<file path="src/hdl/loc_pkg.sv">
// package for the lock order checker: sizes, entry type, status codes and sequencer states
// used by every file of the block; depends on nothing

package loc_pkg;

  localparam int MAX_THREADS = 8;
  localparam int MAX_HELD    = 8;

  localparam int TID_W   = 8;
  localparam int LID_W   = 8;
  localparam int ORD_W   = 16;
  localparam int STATUS_W = 2;

  localparam int SLOT_W = (MAX_THREADS > 1) ? $clog2(MAX_THREADS) : 1;
  localparam int HELD_W = (MAX_HELD > 1) ? $clog2(MAX_HELD) : 1;
  localparam int CNT_W  = $clog2(MAX_HELD + 1);
  localparam int DEPTH  = MAX_THREADS * MAX_HELD;
  localparam int ADDR_W = (DEPTH > 1) ? $clog2(DEPTH) : 1;

  localparam logic REQ_ACQUIRE = 1'b0;
  localparam logic REQ_RELEASE = 1'b1;

  typedef enum logic [STATUS_W-1:0] {
    ST_OK        = 2'd0,
    ST_VIOLATION = 2'd1,
    ST_UNKNOWN   = 2'd2,
    ST_FULL      = 2'd3
  } status_t;

  typedef enum logic [1:0] {
    S_IDLE,
    S_SEARCH,
    S_DECIDE,
    S_WALK
  } state_t;

  typedef struct packed {
    logic [LID_W-1:0] lock;
    logic [ORD_W-1:0] order;
  } entry_t;

  // flat address of one held entry of one thread slot
  function automatic logic [ADDR_W-1:0] entry_addr(input logic [SLOT_W-1:0] slot,
                                                   input logic [HELD_W-1:0] idx);
    int a;
    a = int'(slot) * MAX_HELD + int'(idx);
    return a[ADDR_W-1:0];
  endfunction

endpackage

</file>
<file path="src/hdl/loc_held_ram.sv">
// held-lock list storage: one write port, one read port with registered read data
// depends on loc_pkg

module loc_held_ram (
  input  logic                     clk,
  input  logic                     wr_en,
  input  logic [loc_pkg::ADDR_W-1:0] wr_addr,
  input  loc_pkg::entry_t          wr_data,
  input  logic [loc_pkg::ADDR_W-1:0] rd_addr,
  output loc_pkg::entry_t          rd_data
);

  loc_pkg::entry_t mem [loc_pkg::DEPTH];
  loc_pkg::entry_t rd_data_r;

  always_ff @(posedge clk) begin
    if (wr_en) begin
      mem[wr_addr] <= wr_data;
    end
  end

  always_ff @(posedge clk) begin
    rd_data_r <= mem[rd_addr];
  end

  assign rd_data = rd_data_r;

endmodule

</file>
<file path="src/hdl/lock_order_violation_checker_core.sv">
// Lock order checker. Per thread it keeps the list of held locks with their orders.
// Input: command style. A request (in_req_type, in_thread_id, in_lock_id, in_lock_order)
// is taken at a rising edge with start high and busy low. busy stays high while the
// request is worked on.
// Output: one result per request, out_status shown for exactly one cycle with out_valid
// high; the receiver cannot stall, so the result is never held back.
// Sequence: after the accepting edge, S_SEARCH walks the thread table one slot per cycle
// with a single tag compare, then S_DECIDE decides. An acquire to a known thread with
// room, or a release from a known thread, then walks every entry of the thread's list in
// S_WALK through the one read port of the held-list RAM (the list after the append on an
// acquire). The result cycle follows. busy falls in the cycle out_valid is high, so a new
// request can be taken in that cycle; a new request is not taken before the last result.
// Reset (rst_n low, synchronous) empties the thread table and all held counts; the RAM
// itself is not cleared since only entries below a slot's count are ever read.
// depends on loc_pkg and loc_held_ram

module lock_order_violation_checker_core (
  input  logic                         clk,
  input  logic                         rst_n,
  input  logic                         start,
  output logic                         busy,
  input  logic                         in_req_type,
  input  logic [loc_pkg::TID_W-1:0]    in_thread_id,
  input  logic [loc_pkg::LID_W-1:0]    in_lock_id,
  input  logic [loc_pkg::ORD_W-1:0]    in_lock_order,
  output logic                         out_valid,
  output logic [loc_pkg::STATUS_W-1:0] out_status
);

  localparam logic [loc_pkg::SLOT_W-1:0] LAST_SLOT = loc_pkg::SLOT_W'(loc_pkg::MAX_THREADS - 1);
  localparam logic [loc_pkg::CNT_W-1:0]  FULL_CNT  = loc_pkg::CNT_W'(loc_pkg::MAX_HELD);

  loc_pkg::state_t state_r, state_nxt;

  logic                        req_r, req_nxt;
  logic [loc_pkg::TID_W-1:0]   tid_r, tid_nxt;
  logic [loc_pkg::LID_W-1:0]   lid_r, lid_nxt;
  logic [loc_pkg::ORD_W-1:0]   ord_r, ord_nxt;

  logic [loc_pkg::SLOT_W-1:0]  idx_r, idx_nxt;
  logic                        found_r, found_nxt;
  logic [loc_pkg::SLOT_W-1:0]  match_r, match_nxt;
  logic                        free_ok_r, free_ok_nxt;
  logic [loc_pkg::SLOT_W-1:0]  free_r, free_nxt;

  logic                        slot_valid_r [loc_pkg::MAX_THREADS];
  logic                        slot_valid_nxt [loc_pkg::MAX_THREADS];
  logic [loc_pkg::TID_W-1:0]   slot_thread_r [loc_pkg::MAX_THREADS];
  logic [loc_pkg::TID_W-1:0]   slot_thread_nxt [loc_pkg::MAX_THREADS];
  logic [loc_pkg::CNT_W-1:0]   held_count_r [loc_pkg::MAX_THREADS];
  logic [loc_pkg::CNT_W-1:0]   held_count_nxt [loc_pkg::MAX_THREADS];

  logic [loc_pkg::CNT_W-1:0]   n_r, n_nxt;
  logic [loc_pkg::CNT_W-1:0]   k_r, k_nxt;
  logic [loc_pkg::CNT_W-1:0]   w_r, w_nxt;
  logic                        rd_v_r, rd_v_nxt;
  logic                        rd_first_r, rd_first_nxt;
  logic [loc_pkg::ORD_W-1:0]   prev_r, prev_nxt;
  logic                        viol_r, viol_nxt;

  logic                        out_valid_r, out_valid_nxt;
  loc_pkg::status_t            out_status_r, out_status_nxt;

  logic                        ram_we;
  logic [loc_pkg::ADDR_W-1:0]  ram_waddr;
  loc_pkg::entry_t             ram_wdata;
  logic [loc_pkg::ADDR_W-1:0]  ram_raddr;
  loc_pkg::entry_t             ram_rdata;

  logic [loc_pkg::CNT_W-1:0]   cur_cnt;
  logic                        walk_done;

  assign cur_cnt   = held_count_r[match_r];
  assign walk_done = (k_r == n_r) && !rd_v_r;

  loc_held_ram u_ram (
    .clk     (clk),
    .wr_en   (ram_we),
    .wr_addr (ram_waddr),
    .wr_data (ram_wdata),
    .rd_addr (ram_raddr),
    .rd_data (ram_rdata)
  );

  // next state
  always_comb begin
    state_nxt = state_r;
    unique case (state_r)
      loc_pkg::S_IDLE: begin
        if (start) state_nxt = loc_pkg::S_SEARCH;
      end
      loc_pkg::S_SEARCH: begin
        if (idx_r == LAST_SLOT) state_nxt = loc_pkg::S_DECIDE;
      end
      loc_pkg::S_DECIDE: begin
        if (found_r && (req_r == loc_pkg::REQ_RELEASE || cur_cnt < FULL_CNT)) begin
          state_nxt = loc_pkg::S_WALK;
        end else begin
          state_nxt = loc_pkg::S_IDLE;
        end
      end
      loc_pkg::S_WALK: begin
        if (walk_done) state_nxt = loc_pkg::S_IDLE;
      end
      default: state_nxt = loc_pkg::S_IDLE;
    endcase
  end

  // datapath control
  always_comb begin
    req_nxt         = req_r;
    tid_nxt         = tid_r;
    lid_nxt         = lid_r;
    ord_nxt         = ord_r;
    idx_nxt         = idx_r;
    found_nxt       = found_r;
    match_nxt       = match_r;
    free_ok_nxt     = free_ok_r;
    free_nxt        = free_r;
    slot_valid_nxt  = slot_valid_r;
    slot_thread_nxt = slot_thread_r;
    held_count_nxt  = held_count_r;
    n_nxt           = n_r;
    k_nxt           = k_r;
    w_nxt           = w_r;
    rd_v_nxt        = 1'b0;
    rd_first_nxt    = rd_first_r;
    prev_nxt        = prev_r;
    viol_nxt        = viol_r;
    out_valid_nxt   = 1'b0;
    out_status_nxt  = out_status_r;
    ram_we          = 1'b0;
    ram_waddr       = loc_pkg::entry_addr(match_r, w_r[loc_pkg::HELD_W-1:0]);
    ram_wdata       = ram_rdata;
    ram_raddr       = loc_pkg::entry_addr(match_r, k_r[loc_pkg::HELD_W-1:0]);

    unique case (state_r)
      loc_pkg::S_IDLE: begin
        if (start) begin
          req_nxt     = in_req_type;
          tid_nxt     = in_thread_id;
          lid_nxt     = in_lock_id;
          ord_nxt     = in_lock_order;
          idx_nxt     = '0;
          found_nxt   = 1'b0;
          free_ok_nxt = 1'b0;
        end
      end

      loc_pkg::S_SEARCH: begin
        if (slot_valid_r[idx_r] && slot_thread_r[idx_r] == tid_r) begin
          found_nxt = 1'b1;
          match_nxt = idx_r;
        end
        if (!slot_valid_r[idx_r] && !free_ok_r) begin
          free_ok_nxt = 1'b1;
          free_nxt    = idx_r;
        end
        idx_nxt = idx_r + 1'b1;
      end

      loc_pkg::S_DECIDE: begin
        k_nxt    = '0;
        w_nxt    = '0;
        viol_nxt = 1'b0;
        if (req_r == loc_pkg::REQ_ACQUIRE) begin
          ram_wdata.lock  = lid_r;
          ram_wdata.order = ord_r;
          if (!found_r) begin
            out_valid_nxt = 1'b1;
            if (!free_ok_r) begin
              out_status_nxt = loc_pkg::ST_FULL;
            end else begin
              // new thread: its lock is the only entry, so the order holds
              slot_valid_nxt[free_r]  = 1'b1;
              slot_thread_nxt[free_r] = tid_r;
              held_count_nxt[free_r]  = loc_pkg::CNT_W'(1);
              ram_we                  = 1'b1;
              ram_waddr               = loc_pkg::entry_addr(free_r, '0);
              out_status_nxt          = loc_pkg::ST_OK;
            end
          end else if (cur_cnt >= FULL_CNT) begin
            out_valid_nxt  = 1'b1;
            out_status_nxt = loc_pkg::ST_FULL;
          end else begin
            ram_we                  = 1'b1;
            ram_waddr               = loc_pkg::entry_addr(match_r,
                                                          cur_cnt[loc_pkg::HELD_W-1:0]);
            held_count_nxt[match_r] = cur_cnt + 1'b1;
            n_nxt                   = cur_cnt + 1'b1;
          end
        end else begin
          if (!found_r) begin
            out_valid_nxt  = 1'b1;
            out_status_nxt = loc_pkg::ST_UNKNOWN;
          end else begin
            n_nxt = cur_cnt;
          end
        end
      end

      loc_pkg::S_WALK: begin
        // one read issued per cycle, read data comes back through the RAM's output register
        if (k_r != n_r) begin
          rd_v_nxt     = 1'b1;
          rd_first_nxt = (k_r == '0);
          k_nxt        = k_r + 1'b1;
        end
        if (rd_v_r) begin
          if (req_r == loc_pkg::REQ_ACQUIRE) begin
            if (!rd_first_r && ram_rdata.order < prev_r) viol_nxt = 1'b1;
            prev_nxt = ram_rdata.order;
          end else if (ram_rdata.lock != lid_r) begin
            // compact the survivors toward the head of the list
            ram_we = 1'b1;
            w_nxt  = w_r + 1'b1;
          end
        end
        if (walk_done) begin
          out_valid_nxt = 1'b1;
          if (req_r == loc_pkg::REQ_ACQUIRE) begin
            out_status_nxt = viol_r ? loc_pkg::ST_VIOLATION : loc_pkg::ST_OK;
          end else begin
            held_count_nxt[match_r] = w_r;
            out_status_nxt          = loc_pkg::ST_OK;
          end
        end
      end

      default: begin
      end
    endcase
  end

  always_ff @(posedge clk) begin
    if (!rst_n) begin
      state_r     <= loc_pkg::S_IDLE;
      out_valid_r <= 1'b0;
      rd_v_r      <= 1'b0;
      for (int i = 0; i < loc_pkg::MAX_THREADS; i++) begin
        slot_valid_r[i] <= 1'b0;
        held_count_r[i] <= '0;
      end
    end else begin
      state_r      <= state_nxt;
      out_valid_r  <= out_valid_nxt;
      rd_v_r       <= rd_v_nxt;
      slot_valid_r <= slot_valid_nxt;
      held_count_r <= held_count_nxt;
    end
  end

  always_ff @(posedge clk) begin
    req_r         <= req_nxt;
    tid_r         <= tid_nxt;
    lid_r         <= lid_nxt;
    ord_r         <= ord_nxt;
    idx_r         <= idx_nxt;
    found_r       <= found_nxt;
    match_r       <= match_nxt;
    free_ok_r     <= free_ok_nxt;
    free_r        <= free_nxt;
    slot_thread_r <= slot_thread_nxt;
    n_r           <= n_nxt;
    k_r           <= k_nxt;
    w_r           <= w_nxt;
    rd_first_r    <= rd_first_nxt;
    prev_r        <= prev_nxt;
    viol_r        <= viol_nxt;
    out_status_r  <= out_status_nxt;
  end

  assign busy       = (state_r != loc_pkg::S_IDLE);
  assign out_valid  = out_valid_r;
  assign out_status = out_status_r;

endmodule

</file>
<file path="config.mk">
export PLATFORM = sky130hd
export DESIGN_NAME = lock_order_violation_checker_core
export DESIGN_NICKNAME = d
export VERILOG_FILES = /design/src/hdl/loc_pkg.sv /design/src/hdl/loc_held_ram.sv /design/src/hdl/lock_order_violation_checker_core.sv
export SDC_FILE = /design/constraint.sdc
export NUM_CORES = 2
export LEC_CHECK = 0
export BUFFER_PORTS_ARGS = -buffer_cell sky130_fd_sc_hd__buf_2
export CAP_MARGIN = 40
export CORE_AREA = 10 10 362 364
export DETAILED_ROUTE_END_ITERATION = 12
export DIE_AREA = 0 0 372 374
export PLACE_DENSITY = 0.7
export SLEW_MARGIN = 20
export SYNTH_ARGS = -nofsm -noshare
export SYNTH_HDL_FRONTEND = slang
export SYNTH_SLANG_ARGS = --single-unit
export TNS_END_PERCENT = 30
</file>
<file path="constraint.sdc">
create_clock -name clk -period 7.15 [get_ports clk]
set_clock_uncertainty 0.1 [all_clocks]
set_input_delay 1.0725 -clock clk [delete_from_list [all_inputs] [get_ports clk]]
set_output_delay 1.0725 -clock clk [all_outputs]
set_load 0.02 [all_outputs]
</file>
## After elaboration in Yosys (flattened, before gate mapping)

Memories as Yosys holds them, arrays and structs flattened. A register that Yosys moved wholly into a read port is not among the register bits.
Index checks and enable logic that the tools add are counted.

- $add $sub $neg: 7
- Multipliers: 0
- Divide/modulo/power cells: 0
- Eq/ne operators: 25
- Reduce and logical (&&, ||, !) cells: 34
- Magnitude comparators: 8
- Muxes and demuxes: 86
- Shift-type cells: 0
- Bitwise operators: 9

Operators with widths:

| kind | number |
|---|---|
| two-way mux 32 bit | 6 |
| bitwise mux 32 bit | 2 |
| bitwise mux 64 bit | 1 |
| case mux 32 bit (2 select lines) | 1 |
| two-way mux 24 bit | 2 |
| two-way mux 4 bit | 12 |
| two-way mux 6 bit | 5 |
| two-way mux 1 bit | 26 |
| != test 2 bit (second input constant) | 13 |
| AND 24 bit | 1 |
| binary-select mux 8 bit (select 3 bit) | 1 |
| demux 4 bit (select 3 bit) | 2 |
| demux 8 bit (select 3 bit) | 1 |
| two-way mux 8 bit | 3 |
| NOT 24 bit | 1 |
| two-way mux 2 bit | 10 |
| adder 6 x 3 -> 6 bit | 3 |
| >= comparator 4 bit (second input constant) | 4 |
| < comparator 16 bit | 1 |
| OR 8 bit | 2 |
| case mux 4 bit (2 select lines) | 2 |
| AND reduction 4 bit | 4 |
| AND reduction 3 bit | 5 |
| AND reduction 2 bit | 7 |
| 29 further kinds | 54 |

- Bits of input ports: 36
- Latch bits: 0
- Output and inout port bits: 4
- Flip-flop bits (word level): 184
- Memory bits (read-only): 0
- Memory bits (writable): 1536
- Logic and storage cells: 213
- Memories kept: 1

Memory list:

| memory | words | width | read ports | clocked after memory_dff | wr ports | RTL line | source |
|---|---|---|---|---|---|---|---|
| u_ram.mem | 64 | 24 | 1 | 1 | 1 | loc_held_ram.sv:13 | `loc_pkg::entry_t mem [loc_pkg::DEPTH];` |

## Longest topological paths before layout

- Depth after elaboration: 11
- Gate-level depth with buffers: 12
- Gate-level depth less buffers: 9

## Hierarchy

A second synthesis with hierarchy kept.

- Cell total of the unflattened synthesis: 3265
- Area, all modules: 67901.4 sq um

Modules (own cells, without submodules):

| module | cells an instance | seq. area each (sq um) | instances | area each (sq um) |
|---|---|---|---|---|
| loc_held_ram | 2611 | 46604.7 | 1 | 59330.7 |
| lock_order_violation_checker_core | 654 | 5084.9 | 1 | 8570.7 |

## Worst setup path after synthesis

OpenSTA, ideal clock, no wires.

- Path kind: register to register
- Start point: register match_r[2] (netlist bit)
- End point: memory u_ram.mem[33][0] (netlist bit) (enable)
- Arrival time: 3.278 ns
- Buffers on the path: 2
- Library setup time: 0.405 ns
- Setup slack: 3.367 ns
- Clock period less this slack: 3.783 ns
- Cell stages (with the launch flop): 10
- Data required time: 6.645 ns
- Cells stage by stage: edfxtp_1 -> nor2b_1 -> clkbuf_2 -> a32o_1 -> a211oi_2 -> buf_4 -> mux2i_1 -> a22o_1 -> nand3_1 -> nor2_1

- Cells in the longest elaborated chain, start to end: 11
- Elaborated cells between the ends (all ways): 18
- Those cells by class: add/sub (2); order compare (1); mux (14); bitwise (1)

Ends and longest elaborated chain:

| element | RTL line | source |
|---|---|---|
| start: declaration | lock_order_violation_checker_core.sv:42 | `logic [loc_pkg::SLOT_W-1:0] match_r, match_nxt;` |
| start signal: assignment | lock_order_violation_checker_core.sv:260 | `match_r <= match_nxt;` |
| NOT 3 -> 4 bit (implied by the code) | lock_order_violation_checker_core.sv:73 | `assign cur_cnt = held_count_r[match_r];` |
| binary-select mux 4 bit (select 3 bit) | lock_order_violation_checker_core.sv:73 |  |
| two-way mux 4 bit (implied by the code) (2 in series) | lock_order_violation_checker_core.sv:73 |  |
| >= comparator 4 bit | lock_order_violation_checker_core.sv:182 | `end else if (cur_cnt >= FULL_CNT) begin` |
| two-way mux 1 bit | lock_order_violation_checker_core.sv:182 |  |
| two-way mux 1 bit | lock_order_violation_checker_core.sv:169 | `if (!found_r) begin` |
| two-way mux 1 bit | lock_order_violation_checker_core.sv:166 | `if (req_r == loc_pkg::REQ_ACQUIRE) begin` |
| case mux 1 bit (2 select lines) | lock_order_violation_checker_core.sv:137 | `unique case (state_r)` |
| two-way mux 1 bit | loc_held_ram.sv:17 | `if (wr_en) begin` |
| two-way mux 1 bit (implied by the code) | loc_held_ram.sv:18 | `mem[wr_addr] <= wr_data;` |
| end: declaration | loc_held_ram.sv:13 |  |

Several ways; a longest one is shown, not always the timed one. The select of a mux whose other input is x is not followed.

## Worst setup path in the final report

- Start point: register match_r[2] (netlist bit)
- End point: memory u_ram.mem[43][10] (netlist bit) (enable)

The elaborated chain is that of the path after synthesis.

==> reports/qor.csv <==
metric,value,unit
Slew HR,30.5,%
CP bufs+invs,2,
Yosys cell types,78,
# Max-Cap Violations,0,
Flop pwr share,55.4,%
RePlAce Congestion,0.913,
Least-Margin Pin Slew,1.04,ns
Post-route DRC,0,
Final Hold Viols,0,
CP most frequent cell,buf_4,
port buffer count,39,
status,finished clean,
CP max stage cell,a22o_1,
Post-Synthesis Cells,3112,
CTS Buf Count,167,
post-CTS resize count,0,
Reg2Reg Depth,9,
worst path required time,7.54,ns
Total Wirelength,170000,um
Die ar.,139000,sq um
async set-reset flop share out of synthesis,0,%
crit path kind,register to register,
r2r setup slk,2.04,ns
Via Count,33125,
nets@finish,3352,
clock power share,42.9,%
worst r2r src,match_r[2],
synth top area cells,"edfxtp_1 (74%), mux4_2 (15%), dfxtp_1 (2.0%)",
Die W,372,um
area grow syn2layout,12.8,%
Root Driver,clkbuf_16,
Chip Height,374,um
startpoint types,register,
Synth top area share,74.3,%
clk buf depth,3,
DRT antenna net count,0,
Worst Setup SP,match_r[2],
slowest cell delay on critical path,0.80,ns
# clock sinks,1744,
Pins Over Slew Limit,0,
Initial Utilization,54.9,%
layout cells sized above 1,28.9,%
largest net degree at the start of global routing,114,
Routed WL per cell,33.6,um
Post-Syn Nets,3170,
Mapped Area,67700,sq um
crit-path cells,"buf_4, nor2b_1, a32o_1, a211oi_2, mux2i_1, a22o_1, nand3_1, nor2_2, buf_4",
PD cells,263,nW/um^2
post-CTS setup buffers,0,
Critical Path Sink Type,register,
HP Class,input port to register,
Hold Path End,tid_r[0],
initial antenna violation count,5,
family with the most delay on the worst path,compound AO/OA/AOI/OAI gates,
setup violators final,0,
number of DRC markers in iteration 0,4749,
switching power,3940,uW
via/cell ratio,6.53,
post-DP HPWL,105000,um
final antenna diode count,0,
Comb power frac,1.6,%
clk slew on worst S/H paths,0.06,ns
hold_sp,in_thread_id[0],
fin crit share,71.5,%
TritonCTS clock tree,built,
register area share after synthesis,76.3,%
Yosys warning total,0,
Hold Path Cell Cnt,1,
row cnt,129,
# IOs,40,
Hold Slack,0.357,ns
ys flop type,edfxtp_1,
core area,123000,sq um
power consumption,20100,uW
Fill cells,8168,
All-Layer GR Usage,24.6,%
critical path arrival,5.50,ns
RR Endpoint,u_ram.mem[43][10],
final core occ,62.0,%
clk_lat worst skew,0.80,ns
Leakage,0.0247,uW
"EDFF count, synth",1676,
highest achievable clock rate,196,MHz
RSZ-0062 raised after global routing,false,
worst-path maximum fanout,37,
syn_area_per_cell,21.8,sq um
leading area contributor after synthesis,edfxtp_1,
fin crit period,5.11,ns
CTS Hold Bufs,0,
CTS H-tree lvls,4,
peak supply drop,222,uV
Int Power,16100,uW
gr ovfl total,0,
switching share of power,19.6,%
vias in the first global route,32803,
first-pass GRT wire length,244000,um
"FF+latch count, synth",1744,
DRT Pass-1 Iters,6,
setup TNS,0,ns
==> power groups by stage <==
stage / registers [uW] / clock network, uW / logic [uW]
6_report: 11100 / 8630 / 330
5_1_grt: 11100 / 9140 / 347
4_1_cts: 11100 / 8720 / 324
3_5_place_dp: 11300 / 0 / 321
3_3_place_gp: 11400 / 0 / 300
2_1_floorplan: 11300 / 0 / 199
==> stage by stage <==
| stage | cells | area (sq um) | setup WS [ns] |
|---|---|---|---|
| floorplan | 3112 | 67700 | 3.37 |
| global placement | 4723 | 70200 | 1.88 |
| detailed placement | 4748 | 70800 | 2.21 |
| CTS | 5055 | 76100 | 2.17 |
| global route | 5069 | 76400 | 1.95 |
| finish | 5069 | 76400 | 2.04 |
==> layout by cell type (no fill, tap or decap), drive strengths merged, types with 16 or more instances in the layout <==
master	netlist	layout
a21oi	41	41
edfxtp	1676	1676
nor3	20	20
mux2	32	32
ha	22	22
nor2	124	124
dfxtp	68	68
o22ai	49	49
mux2i	128	128
xor2	16	16
inv	28	37
clkinv	3	79
o21ai	41	41
nand2	67	67
mux4	447	447
nand3	41	41
clkbuf	65	208
buf	101	179
==> cell usage after synthesis (4+ instances only) <==
cell type and n:
a22oi_1 9, buf_2 64, o211ai_1 8, buf_1 19, o21a_1 9, xnor2_1 12, nor3_1 20, mux2i_1 127
mux2_2 31, and3_1 5, dfxtp_1 68, nor2_1 121, inv_1 28, nand2_2 4, a21oi_2 4, a211oi_1 4
clkbuf_1 64, a21oi_1 37, nand2_1 63, nand3_1 41, ha_1 22, buf_6 8, o41ai_1 5, o211a_1 11
nor2b_1 8, buf_4 9, nor4_1 5, o221ai_1 4, o22ai_1 48, or3_1 6, mux4_2 446, nand2b_1 8
xor2_1 16, and2_1 5, edfxtp_1 1676, o21ai_0 40
==> cell type report <==
| cell class | instances | area (sq um) | area share [%] |
|---|---|---|---|
| repair buffers | 179 | 1810 | 2.37 |
| flip-flops and latches | 1744 | 51700 | 67.6 |
| clock buffers | 208 | 4560 | 5.97 |
| multi-input cells | 1171 | 15400 | 20.2 |
| clock inverters | 99 | 803 | 1.05 |
| well taps | 1637 | 2050 | 2.68 |
| inverters | 31 | 119 | 0.156 |
==> routing by layer <==
metal	wire length, um	GRT usage, %
met3	18000	5.37
met1	65800	35.1
met2	78700	36.6
met4	7790	10.5
met5	34	0
==> cells by family (layout without fill, tap and decap cells) <==
logic type	count (synthesis)	after routing	synth area share (%)
AO/OA/AOI/OAI	209	209	2.17
XOR/XNOR	28	28	0.362
adder cells (fa/ha/maj)	22	22	0.406
buffers and inverters	197	517	1.37
flip-flops	1744	1744	76.3
multiplexers	607	607	17.3
AND/OR/NAND/NOR	305	305	2.08
==> flip-flops by register name, indices dropped and copies added (netlist names), 2 cells and up <==
name           cells
held_count_r      32
prev_r            16
slot_valid_r       8
out_status         2
n_r                4
slot_thread_r     64
u_ram.rd_data     24
u_ram.mem       1536
k_r                4
state_r            2
lid_r              8
free_r             3
idx_r              3
w_r                4
ord_r             16
match_r            3
tid_r              8
==> how the worst max path moves through the flow <==
| stage | to | slack [ns] | cells after the start |
|---|---|---|---|
| floorplan | u_ram.mem[33][0] | 3.37 | 9 |
| global placement | u_ram.mem[9][9] | 1.88 | 8 |
| detailed placement | u_ram.mem[43][5] | 2.21 | 9 |
| CTS | u_ram.mem[43][13] | 2.17 | 9 |
| global route | u_ram.mem[43][13] | 1.95 | 9 |
| finish | u_ram.mem[43][10] | 2.04 | 9 |
Note: power is estimated with default switching activity, not from simulation.
